### src/rtl/tls_sni_pkg.sv
`default_nettype none
package tls_sni_pkg;

  typedef enum logic [4:0] {
    PH_HEAD = 5'd0,
    PH_SID  = 5'd1,
    PH_CSHI = 5'd2,
    PH_CSLO = 5'd3,
    PH_COMP = 5'd4,
    PH_EXHI = 5'd5,
    PH_EXLO = 5'd6,
    PH_ET0  = 5'd7,
    PH_ET1  = 5'd8,
    PH_EL0  = 5'd9,
    PH_EL1  = 5'd10,
    PH_SNI  = 5'd11,
    PH_ALPN = 5'd12,
    PH_SV   = 5'd13,
    PH_SKIP = 5'd14,
    PH_IDLE = 5'd15
  } phase_t;

  localparam logic [1:0]  KIND_SNI     = 2'd0;
  localparam logic [1:0]  KIND_ALPN    = 2'd1;
  localparam logic [1:0]  KIND_SUMMARY = 2'd2;

  localparam logic [7:0]  REC_HANDSHAKE = 8'd22;
  localparam logic [7:0]  REC_ALERT     = 8'd21;
  localparam logic [7:0]  HS_CLIENT_HELLO = 8'd1;
  localparam logic [16:0] HELLO_MIN     = 17'd43;
  localparam logic [15:0] EXT_SNI       = 16'h0000;
  localparam logic [15:0] EXT_ALPN      = 16'h0010;
  localparam logic [15:0] EXT_VERSIONS  = 16'h002B;
  localparam logic [15:0] VER_TLS13     = 16'h0304;
  localparam logic [8:0]  ABSENT        = 9'd256;

  typedef struct packed {
    logic [1:0]  kind;
    logic [7:0]  name_byte;
    logic [7:0]  content_type;
    logic [7:0]  ver_major;
    logic [7:0]  ver_minor;
    logic [15:0] record_length;
    logic [8:0]  handshake_kind;
    logic [8:0]  alert_sev;
    logic [8:0]  alert_reason;
    logic [2:0]  version_label;
    logic        header_valid;
    logic        run_end;
  } result_t;

endpackage
`default_nettype wire

### src/rtl/tls_client_hello_sni_alpn_parser.sv
`default_nettype none
// Parses one TLS record per run, one byte per word, at up to one word per
// clock. Each accepted byte updates the parse state in the same cycle and may
// yield an SNI or ALPN character; the byte flagged tlast also yields a summary
// word (tlast set on the output). Results go through a four-word output queue;
// s_tready drops while fewer than two slots are free, so the sustained rate is
// one byte per cycle as long as the output side drains one word per cycle.
module tls_client_hello_sni_alpn_parser
  import tls_sni_pkg::*;
(
  input  wire         clk,
  input  wire         rst,
  input  wire         s_tvalid,
  output logic        s_tready,
  input  wire  [23:0] s_tdata,   // data_byte[7:0], total_length[23:8]
  input  wire         s_tuser,   // first_byte
  input  wire         s_tlast,   // last_byte
  output logic        m_tvalid,
  input  wire         m_tready,
  output logic [79:0] m_tdata,   // name_byte, content type, major version,
                                 // minor version, record_length[15:0],
                                 // handshake_kind[8:0], alert level[8:0],
                                 // alert_reason[8:0], version_label[2:0],
                                 // header_valid, zero pad
  output logic [1:0]  m_tuser,   // result_kind
  output logic        m_tlast    // run_end
);

  logic [15:0] offset, offset_next;
  logic [15:0] rbytes, rbytes_next;
  phase_t      phase, phase_next;
  logic [16:0] field_end, field_end_next;
  logic [16:0] ext_end, ext_end_next;
  logic [15:0] ext_id, ext_id_next;
  logic [15:0] ext_len, ext_len_next;
  logic [15:0] inner, inner_next;
  logic [7:0]  hdr [7];
  logic [7:0]  hdr_next [7];
  logic        tls13, tls13_next;

  result_t     res_name, res_sum;
  logic        name_vld;

  logic        accept;
  logic [7:0]  b;
  logic [15:0] pos;
  logic [17:0] nxt;
  logic [17:0] start;
  logic        do_begin;
  logic [16:0] body_start;
  logic [16:0] r;
  logic [15:0] v16;
  logic [2:0]  label;

  assign accept = s_tvalid && s_tready;
  assign b      = s_tdata[7:0];

  always_comb begin
    offset_next    = offset;
    rbytes_next    = rbytes;
    phase_next     = phase;
    field_end_next = field_end;
    ext_end_next   = ext_end;
    ext_id_next    = ext_id;
    ext_len_next   = ext_len;
    inner_next     = inner;
    tls13_next     = tls13;
    for (int i = 0; i < 7; i++) hdr_next[i] = hdr[i];
    name_vld   = 1'b0;
    res_name   = '0;
    res_sum    = '0;
    nxt        = '0;
    start      = '0;
    do_begin   = 1'b0;
    body_start = '0;
    r          = '0;
    v16        = '0;
    label      = '0;
    pos        = offset;

    if (accept) begin
      if (s_tuser) begin
        offset_next    = '0;
        phase_next     = PH_HEAD;
        field_end_next = '0;
        ext_end_next   = '0;
        ext_id_next    = '0;
        ext_len_next   = '0;
        inner_next     = '0;
        tls13_next     = 1'b0;
        for (int i = 0; i < 7; i++) hdr_next[i] = '0;
        rbytes_next    = s_tdata[23:8];
        pos            = '0;
      end

      if (pos < rbytes_next) begin
        for (int i = 0; i < 7; i++) if (pos == 16'(i)) hdr_next[i] = b;
        if (phase_next == PH_HEAD) begin
          if (pos == 16'd5) begin
            if (hdr_next[0] == REC_HANDSHAKE && b == HS_CLIENT_HELLO &&
                {1'b0, rbytes_next} > HELLO_MIN) begin
              phase_next     = PH_SID;
              field_end_next = HELLO_MIN;
            end else begin
              phase_next = PH_IDLE;
            end
          end
        end else if (phase_next != PH_IDLE &&
                     !(phase_next <= PH_EL1 && {1'b0, pos} != field_end_next)) begin
          case (phase_next)
            PH_SID, PH_COMP: begin
              nxt = 18'(pos) + 18'd1 + 18'(b);
              if (nxt + 18'd2 > 18'(rbytes_next)) phase_next = PH_IDLE;
              else begin
                field_end_next = nxt[16:0];
                phase_next = (phase_next == PH_SID) ? PH_CSHI : PH_EXHI;
              end
            end
            PH_CSHI, PH_EXHI: begin
              inner_next     = 16'(b);
              field_end_next = 17'(pos) + 17'd1;
              phase_next     = (phase_next == PH_CSHI) ? PH_CSLO : PH_EXLO;
            end
            PH_CSLO: begin
              nxt = 18'(pos) + 18'd1 + 18'({inner_next[7:0], b});
              if (nxt >= 18'(rbytes_next)) phase_next = PH_IDLE;
              else begin
                field_end_next = nxt[16:0];
                phase_next = PH_COMP;
              end
            end
            PH_EXLO: begin
              nxt = 18'(pos) + 18'd1 + 18'({inner_next[7:0], b});
              ext_end_next = (nxt > 18'(rbytes_next)) ? 17'(rbytes_next) : nxt[16:0];
              start = 18'(pos) + 18'd1;
              do_begin = 1'b1;
            end
            PH_ET0: begin
              ext_id_next    = {b, 8'd0};
              field_end_next = 17'(pos) + 17'd1;
              phase_next     = PH_ET1;
            end
            PH_ET1: begin
              ext_id_next    = {ext_id_next[15:8], b};
              field_end_next = 17'(pos) + 17'd1;
              phase_next     = PH_EL0;
            end
            PH_EL0: begin
              ext_len_next   = {b, 8'd0};
              field_end_next = 17'(pos) + 17'd1;
              phase_next     = PH_EL1;
            end
            PH_EL1: begin
              ext_len_next = {ext_len_next[15:8], b};
              nxt = 18'(pos) + 18'd1;
              inner_next = '0;
              if (nxt + 18'(ext_len_next) > 18'(ext_end_next)) phase_next = PH_IDLE;
              else if (ext_len_next == 16'd0) begin
                start = nxt;
                do_begin = 1'b1;
              end else begin
                field_end_next = 17'(nxt + 18'(ext_len_next));
                if (ext_id_next == EXT_SNI)           phase_next = PH_SNI;
                else if (ext_id_next == EXT_ALPN)     phase_next = PH_ALPN;
                else if (ext_id_next == EXT_VERSIONS) phase_next = PH_SV;
                else                                  phase_next = PH_SKIP;
              end
            end
            default: begin
              body_start = field_end_next - 17'(ext_len_next);
              r = 17'(pos) - body_start;
              if (phase_next == PH_SNI && ext_len_next >= 16'd5) begin
                if (r == 17'd3) inner_next = 16'(b);
                else if (r == 17'd4) begin
                  v16 = {inner_next[7:0], b};
                  inner_next = (17'd5 + 17'(v16) <= 17'(ext_len_next)) ? v16 : 16'd0;
                end else if (r >= 17'd5 && (r - 17'd5) < 17'(inner_next)) begin
                  name_vld = 1'b1;
                  res_name.kind = KIND_SNI;
                  res_name.name_byte = b;
                end
              end else if (phase_next == PH_ALPN && ext_len_next >= 16'd4) begin
                if (r == 17'd0) inner_next = 16'(b);
                else if (r == 17'd1) begin
                  v16 = {inner_next[7:0], b};
                  inner_next = (v16 >= 16'd2 && 17'(v16) + 17'd2 <= 17'(ext_len_next))
                               ? 16'd1 : 16'd0;
                end else if (r == 17'd2) begin
                  inner_next = (inner_next == 16'd1 && b != 8'd0 &&
                                17'(b) + 17'd3 <= 17'(ext_len_next)) ? 16'(b) : 16'd0;
                end else if ((r - 17'd3) < 17'(inner_next)) begin
                  name_vld = 1'b1;
                  res_name.kind = KIND_ALPN;
                  res_name.name_byte = b;
                end
              end else if (phase_next == PH_SV && ext_len_next >= 16'd3) begin
                // odd body offsets hold the high byte of a version pair
                if (r == 17'd0) inner_next = 16'(b);
                else if (r[0]) ext_id_next = 16'(b);
                else if (r <= 17'(inner_next) && {ext_id_next[7:0], b} == VER_TLS13)
                  tls13_next = 1'b1;
              end
              if (17'(pos) + 17'd1 == field_end_next) begin
                start = 18'(field_end_next);
                do_begin = 1'b1;
              end
            end
          endcase
          if (do_begin) begin
            if (start + 18'd4 > 18'(ext_end_next)) phase_next = PH_IDLE;
            else begin
              field_end_next = start[16:0];
              phase_next = PH_ET0;
            end
          end
        end
      end

      offset_next = (pos < 16'hFFFF) ? pos + 16'd1 : pos;

      if (s_tlast) begin
        res_sum.kind           = KIND_SUMMARY;
        res_sum.run_end        = 1'b1;
        res_sum.handshake_kind = ABSENT;
        res_sum.alert_sev      = ABSENT;
        res_sum.alert_reason   = ABSENT;
        if (rbytes_next >= 16'd5) begin
          res_sum.content_type  = hdr_next[0];
          res_sum.ver_major     = hdr_next[1];
          res_sum.ver_minor     = hdr_next[2];
          res_sum.record_length = {hdr_next[3], hdr_next[4]};
          if (hdr_next[0] == REC_HANDSHAKE && rbytes_next >= 16'd6)
            res_sum.handshake_kind = 9'(hdr_next[5]);
          if (hdr_next[0] == REC_ALERT && rbytes_next >= 16'd7) begin
            res_sum.alert_sev    = 9'(hdr_next[5]);
            res_sum.alert_reason = 9'(hdr_next[6]);
          end
          if (hdr_next[1] == 8'd3 && hdr_next[2] >= 8'd1 && hdr_next[2] <= 8'd4)
            label = hdr_next[2][2:0];
          if (tls13_next) label = 3'd4;
          res_sum.version_label = label;
          res_sum.header_valid  = 1'b1;
        end
        offset_next    = '0;
        rbytes_next    = '0;
        phase_next     = PH_HEAD;
        field_end_next = '0;
        ext_end_next   = '0;
        ext_id_next    = '0;
        ext_len_next   = '0;
        inner_next     = '0;
        tls13_next     = 1'b0;
        for (int i = 0; i < 7; i++) hdr_next[i] = '0;
      end
    end
  end

  always_ff @(posedge clk) begin
    if (rst) begin
      offset    <= '0;
      rbytes    <= '0;
      phase     <= PH_HEAD;
      field_end <= '0;
      ext_end   <= '0;
      ext_id    <= '0;
      ext_len   <= '0;
      inner     <= '0;
      tls13     <= 1'b0;
      for (int i = 0; i < 7; i++) hdr[i] <= '0;
    end else begin
      offset    <= offset_next;
      rbytes    <= rbytes_next;
      phase     <= phase_next;
      field_end <= field_end_next;
      ext_end   <= ext_end_next;
      ext_id    <= ext_id_next;
      ext_len   <= ext_len_next;
      inner     <= inner_next;
      tls13     <= tls13_next;
      for (int i = 0; i < 7; i++) hdr[i] <= hdr_next[i];
    end
  end

  // output queue: up to two words pushed per accepted byte
  result_t     q [4];
  logic [1:0]  wptr, rptr;
  logic [2:0]  count;
  logic        push0, push1, pop;
  logic [1:0]  w1;
  result_t     head;

  assign push0 = accept && name_vld;
  assign push1 = accept && s_tlast;
  assign pop   = m_tvalid && m_tready;
  assign w1    = push0 ? wptr + 2'd1 : wptr;
  assign s_tready = (count <= 3'd2);

  always_ff @(posedge clk) begin
    if (push0) q[wptr] <= res_name;
    if (push1) q[w1]   <= res_sum;
  end

  always_ff @(posedge clk) begin
    if (rst) begin
      wptr  <= '0;
      rptr  <= '0;
      count <= '0;
    end else begin
      wptr  <= wptr + 2'(push0) + 2'(push1);
      rptr  <= rptr + 2'(pop);
      count <= count + 3'(push0) + 3'(push1) - 3'(pop);
    end
  end

  assign head     = q[rptr];
  assign m_tvalid = (count != 3'd0);
  assign m_tuser  = head.kind;
  assign m_tlast  = head.run_end;
  assign m_tdata  = {1'b0, head.header_valid, head.version_label, head.alert_reason,
                     head.alert_sev, head.handshake_kind, head.record_length,
                     head.ver_minor, head.ver_major, head.content_type,
                     head.name_byte};

  a_count_bound: assert property (@(posedge clk) disable iff (rst)
    count <= 3'd4) else $error("output queue overflow");

  a_no_accept_full: assert property (@(posedge clk) disable iff (rst)
    count > 3'd2 |-> !s_tready) else $error("accept with queue nearly full");

  a_last_is_summary: assert property (@(posedge clk) disable iff (rst)
    m_tvalid && m_tlast |-> m_tuser == KIND_SUMMARY) else $error("run end on name word");

  a_kind_legal: assert property (@(posedge clk) disable iff (rst)
    m_tvalid |-> m_tuser != 2'd3) else $error("bad result kind");

  a_summary_resets: assert property (@(posedge clk) disable iff (rst)
    accept && s_tlast |=> phase == PH_HEAD && offset == 16'd0)
    else $error("state not cleared after summary");

endmodule
`default_nettype wire

### config.mk
export PLATFORM = sky130hd
export DESIGN_NAME = tls_client_hello_sni_alpn_parser
export DESIGN_NICKNAME = d
export VERILOG_FILES = /design/src/rtl/tls_sni_pkg.sv /design/src/rtl/tls_client_hello_sni_alpn_parser.sv
export SDC_FILE = /design/constraint.sdc
export NUM_CORES = 2
export LEC_CHECK = 0
export BUFFER_PORTS_ARGS = -buffer_cell sky130_fd_sc_hd__buf_4
export CAP_MARGIN = 10
export CORE_UTILIZATION = 50
export DETAILED_ROUTE_END_ITERATION = 8
export PLACE_DENSITY_LB_ADDON = 0.08
export SLEW_MARGIN = 20
export SYNTH_ARGS = -nofsm -noshare
export SYNTH_HDL_FRONTEND = slang
export SYNTH_SLANG_ARGS = --single-unit
### constraint.sdc
create_clock -name clk -period 24.9 [get_ports clk]
set_input_delay 4.98 -clock clk [delete_from_list [all_inputs] [get_ports clk]]
set_output_delay 4.98 -clock clk [all_outputs]
set_load 0.01 [all_outputs]
Word-level counts from Yosys, hierarchy flattened
Memories as Yosys holds them, arrays and structs flattened. A register that Yosys moved wholly into a read port is not among the register bits.
Cells that the tools add are included.
Storage, ports and cells
  memories kept: 2
  RAM bits: 384
  register bits after elaboration: 127
  output and inout port bits: 85
  bits of input ports: 30
  logic and storage cells: 327
Cells by class
  mux-type cells: 188
  $lt $le $gt $ge: 26
  add/subtract/negate cells: 22
  reductions and logical operators: 35
  bitwise operators: 7
  equal/unequal tests: 35
Memories
  q: depth 4, width 82, read ports 1, clocked after Yosys merged registers in 1, write ports 2, RTL line tls_client_hello_sni_alpn_parser.sv:285  | result_t q [4];
  hdr: depth 7, width 8, read ports 7, clocked after Yosys merged registers in 0, write ports 7, RTL line tls_client_hello_sni_alpn_parser.sv:37  | logic [7:0] hdr [7];
Operators with widths (number)
  $mux W16: 40
  $mux W17: 29
  $mux W56: 5
  $mux W8: 20
  $mux W72: 2
  $pmux W16 S3: 2
  $mux W18: 5
  $ge A16 B3 Y1 const B: 5
  $mux W71: 1
  $pmux W17 S4: 1
  $mux W10: 6
  $mux W9: 6
  $le A17 B16 Y1: 3
  $pmux W17 S3: 1
  $mux W5: 10
  $eq A16 B3 Y1 const B: 3
  $logic_not A16 Y1: 3
  $mux W1: 42
  $gt A18 B16 Y1: 2
  $gt A18 B17 Y1: 2
  $pmux W5 S7: 1
  $add A16 B1 Y17 const B: 2
  $eq A17 B2 Y1 const B: 2
  $lt A17 B16 Y1: 2
  62 further kinds: 118

Logic depth before layout (Yosys ltp)
  depth in word-level cells: 22
  mapped depth: 47
  depth with buffers taken out: 38

Worst setup path after synthesis
Ideal clock, no wire load.
  path kind: input -> register
  from: input port s_tuser
  to: memory q[0][0] in the netlist's numbering (enable)
  path buffers: 11
  setup time: 0.431 ns
  cell stages on the path: 35
  slack: 10.127 ns
  arrival time: 14.342 ns
  required time: 24.469 ns
  path through: buf_2 -> inv_1 -> clkbuf_1 -> clkbuf_1 -> clkbuf_1 -> clkbuf_1 -> buf_1 -> buf_1 -> buf_1 -> clkbuf_1 -> nand2_1 -> fa_1 -> inv_1 -> ha_1 -> and3_1 -> a221o_1 -> xor2_1 -> nor4_4 -> nand2_1 -> a311o_1 -> or2_2 -> xnor2_1 -> ha_1 -> nor2b_1 -> o21ai_0 -> nand2b_1 -> nor3_1 -> a211o_1 -> o21ai_0 -> a2111o_2 -> a21boi_1 -> o21ai_2 -> buf_6 -> buf_6 -> nand2_1
RTL lines
  start, declared: RTL line tls_client_hello_sni_alpn_parser.sv:16  | input wire s_tuser,
  end, declared: RTL line tls_client_hello_sni_alpn_parser.sv:285

Worst setup path in the final report
  from: input port s_tuser
  to: register field_end[2]
Between the ends
  word-level cells in the longest chain between the ends: 19
RTL lines
  $mux W16: RTL line tls_client_hello_sni_alpn_parser.sv:82  | if (s_tuser) begin
  $mux W16: RTL line tls_client_hello_sni_alpn_parser.sv:81  | if (accept) begin
  $add A16 B1 Y17
  $add A17 B16 Y18: RTL line tls_client_hello_sni_alpn_parser.sv:162  | field_end_next = 17'(nxt + 18'(ext_len_next));
  $gt A18 B17 Y1: RTL line tls_client_hello_sni_alpn_parser.sv:157  | if (nxt + 18'(ext_len_next) > 18'(ext_end_next)) phase_next = PH_IDLE;
  $mux W17: RTL line tls_client_hello_sni_alpn_parser.sv:157
  $pmux W17 S3: RTL line tls_client_hello_sni_alpn_parser.sv:110  | case (phase_next)
  $mux W18: RTL line tls_client_hello_sni_alpn_parser.sv:108  | end else if (phase_next != PH_IDLE &&
  [3 not listed]
  $add A18 B3 Y18: RTL line tls_client_hello_sni_alpn_parser.sv:210  | if (start + 18'd4 > 18'(ext_end_next)) phase_next = PH_IDLE;
  $gt A18 B17 Y1: RTL line tls_client_hello_sni_alpn_parser.sv:210
  $mux W17: RTL line tls_client_hello_sni_alpn_parser.sv:210
  $mux W17: RTL line tls_client_hello_sni_alpn_parser.sv:209  | if (do_begin) begin
  $mux W17: RTL line tls_client_hello_sni_alpn_parser.sv:108
  $mux W17: RTL line tls_client_hello_sni_alpn_parser.sv:98  | if (phase_next == PH_HEAD) begin
  $mux W17 *: RTL line tls_client_hello_sni_alpn_parser.sv:96  | if (pos < rbytes_next) begin
  $mux W17 *: RTL line tls_client_hello_sni_alpn_parser.sv:221  | if (s_tlast) begin
  end signal, assigned: RTL line tls_client_hello_sni_alpn_parser.sv:274  | field_end <= field_end_next;
  end, declared: RTL line tls_client_hello_sni_alpn_parser.sv:32  | logic [16:0] field_end, field_end_next;
Mark *: on every way between the ends. The rest lies on a longest branch, timed or not. The select of a mux whose other input is x is not followed.
A chain may end at the register's enable or synchronous reset.

==> results.md <==
- Outcome: finished, final reports clean
- CTS H-tree lvls: 2
- Pwr Density: 63.03 mW/mm^2
- Leakage Power: 0.01479 uW
- TritonCTS clock tree: done
- Unique masters post-synth: 112
- Max-cap violation count: 0
- Filler instances: 6,443
- CP max stage cell: buf_4
- Num ports: 115
- Antenna violations before repair: 1
- DPL Wire Length: roughly 93 mm
- CP Capture Type: flip-flop
- Avg Inst Size Synth: slightly below 9 sq um
- Clock root buffer: clkbuf_16
- RSZ-0062 raised after global routing: false
- Site row count: 97
- Num CTS Buffers: between 50 and 60
- PortBufs: 113
- Area grow syn2layout: 10.66%
- WS Path Type: in2reg
- Achievable Freq: 0.06681 GHz
- Clk Latency, worst-skew pair: 650 ps
- Vias in the first global route: between 30,000 and 40,000
- Post-place setup slack: 9428 ps
- Yosys warning total: 0
- Slew @ Worst Pin: 1105 ps
- Routed WL: 129.4 mm
- Final setup TNS: 0 ps
- CP most frequent cell: buf_4
- Critical Path AT: 15,510 ps
- Die area: 0.07192 sq mm
- Total power: 2470 uW
- Via count: 31,830
- Clock buffer depth: 3
- Register area share after synthesis: 0.3645
- Number of flops mapped to enable cells by yosys: 284
- Core area: about 0.070 sq mm
- Peak supply drop: around 76 uV
- Setup bufs post-CTS: 0
- Die Height: 268.2 um
- Area leader, netlist: edfxtp_1
- PnR worst setup slack: just under 10,000 ps
- Syn Std Cell Area: roughly 0.035 sq mm
- Met2 routed WL: 57.38 mm
- Clock-pin slew on the worst setup and hold paths: 60 ps
- Nets: around 4,300
- Seq cells post-synth: roughly 500
- Slew HR: 0.2578
- Predominant post-synthesis flop cell: edfxtp_1
- CP startpoint kind: primary input
- First-pass GRT wire length: 191.2 mm
- Most common cell in the netlist: nor2_1
- Final hold violation count: 0
- Vias per std cell: approximately 6.4
- DR pass1 iterations: 7
- Initial DRC Count: 3,511
- Synth cell count leaders: nor2_1 (737), edfxtp_1 (284), nand2_1 (276)
- Die W: 268.2 um
- Remaining DRCs: 0
- Max-slew violation count: 0
- Post-Route M1 WL: 52.08 mm
- Gr ovfl total: 0
- Final setup fails: 0
- Routed wl met3: 11.62 mm
- Setup Skew: 34.03 ps
- Hold_buf cts: 0
- Crit path largest cell delay: a little over 700 ps
- Total GRT Usage: 0.3542
- Synth area leaders: edfxtp_1 (24%), dfxtp_1 (12%), ha_1 (8.3%), nor2_1 (7.8%), mux4_2 (5.1%)
- Gate Count Post-Synth: 3,958
- Top layer in use: met5
- Post-route minimum period: 14,970 ps
- Synth top area share: 0.2408
- Antenna-violating nets left: 0
- Worst min path class: reg2reg
- Share of cells above drive strength 1: 0.1212
- Syn_nets: 4,243
- Post-CTS Resized: 0
- Largest net degree at the start of global routing: 68
- Async SR Flop Fraction: 0
- Final Cycle Share: 0.6011
- Initial Util: 0.5058
- Required @ worst endpoint: 25,440 ps
- Placer Congestion: 1.066
- Routed WL per cell: roughly 26 um
- CP max FO: 57
- CTS Sinks: 503
logic make-up after synthesis:
family          share of synthesized area
compound gates                     0.1736
xor+xnor                          0.03871
fa+ha+maj                         0.09431
buf+inv                           0.04662
flops                              0.3645
mux                               0.07156
other cells                     0.0001059
simple gates                       0.2105
state kept, by name (all words and copies together), names as in the netlist:
| register | flops |
|---|---|
| ext_id | 16 |
| inner | 16 |
| wptr | 2 |
| count | 3 |
| q | 320 |
| rbytes | 16 |
| ext_end | 17 |
| tls13 | 1 |
| phase | 5 |
| field_end | 17 |
| hdr | 56 |
| ext_len | 16 |
| rptr | 2 |
| offset | 16 |
area by class of cell:
type | instances | area (sq um) | share of cell area
inverters | 148 | 558.0 | 0.01424
clock inverters | 33 | 334.1 | 0.008523
repair buffers | 203 | 1524 | 0.03888
well taps | 940 | 1176 | 0.03001
multi-input cells | 3065 | 21000 | 0.5357
diodes | 2 | 5.005 | 0.0001277
clock buffers | 75 | 1680 | 0.04287
flip-flops and latches | 503 | 12920 | 0.3296
through the flow:
step | cell area, sq um | hold slack [ps] | cells | util
2_1_floorplan | 35420 | 417.3 | 3958 | -
3_3_place_gp | 37160 | 442.2 | 4859 | 0.5307
3_5_place_dp | 37160 | 448.3 | 4859 | 0.5307
4_1_cts | 39180 | 465.3 | 4967 | 0.5595
5_1_grt | 39190 | 491.1 | 4967 | 0.5597
6_report | 39200 | 459.6 | 4969 | 0.5597
placed cells by master (no fill, tap or decap), types with 16 or more instances in the layout:
master     count
nand4_1       50
or3_1         43
o21a_1        35
nor4_1        43
a221o_1       22
a21o_1        36
nor3_1        90
nand2_1      269
nor2b_1       59
o21ai_1       17
a22oi_1       58
a21oi_1      272
a22o_1        16
edfxtp_1     284
nand3_1       74
inv_1        138
o21ai_0      139
a31oi_1       53
fa_1          20
and3_1        24
clkbuf_16     62
nor3b_1       26
and2_1        22
nor2_1       736
nand2b_1      38
a211oi_1      49
or2_2         17
mux2i_1       65
ha_1         235
xnor2_1       96
dfxtp_1      217
buf_4        203
xor2_1        58
o31ai_1       21
o211ai_1      31
mux4_2        80
per-layer routing:
metal	global-route usage	up-vias
met5	0.004054	-
met4	0.2071	2
met3	0.06937	425
met2	0.5484	1605
met1	0.4599	15260
li1	-	14550
power by group:
part | internal, uW | switching (uW)
clock network | 521 | 375
registers | 906 | 29.0
logic | 254 | 386
critical path: cells and delay by family:
family | cells | cell delay [ps]
simple gates | 13 | 3370
compound gates | 12 | 2910
buf+inv | 6 | 2130
fa+ha+maj | 4 | 1220
xor+xnor | 3 | 760
final timing paths:
check / start / endpoint / slack (ps) / cells after the start
worst min register to register: ext_end[14] / ext_end[14] / 460 / 2
worst max-delay path: s_tuser / field_end[2] / 9930 / 38
worst min-delay path: ext_end[14] / ext_end[14] / 460 / 2
worst max register to register: offset[0] / field_end[2] / 14210 / 36
(Power assumes the default switching activity.)
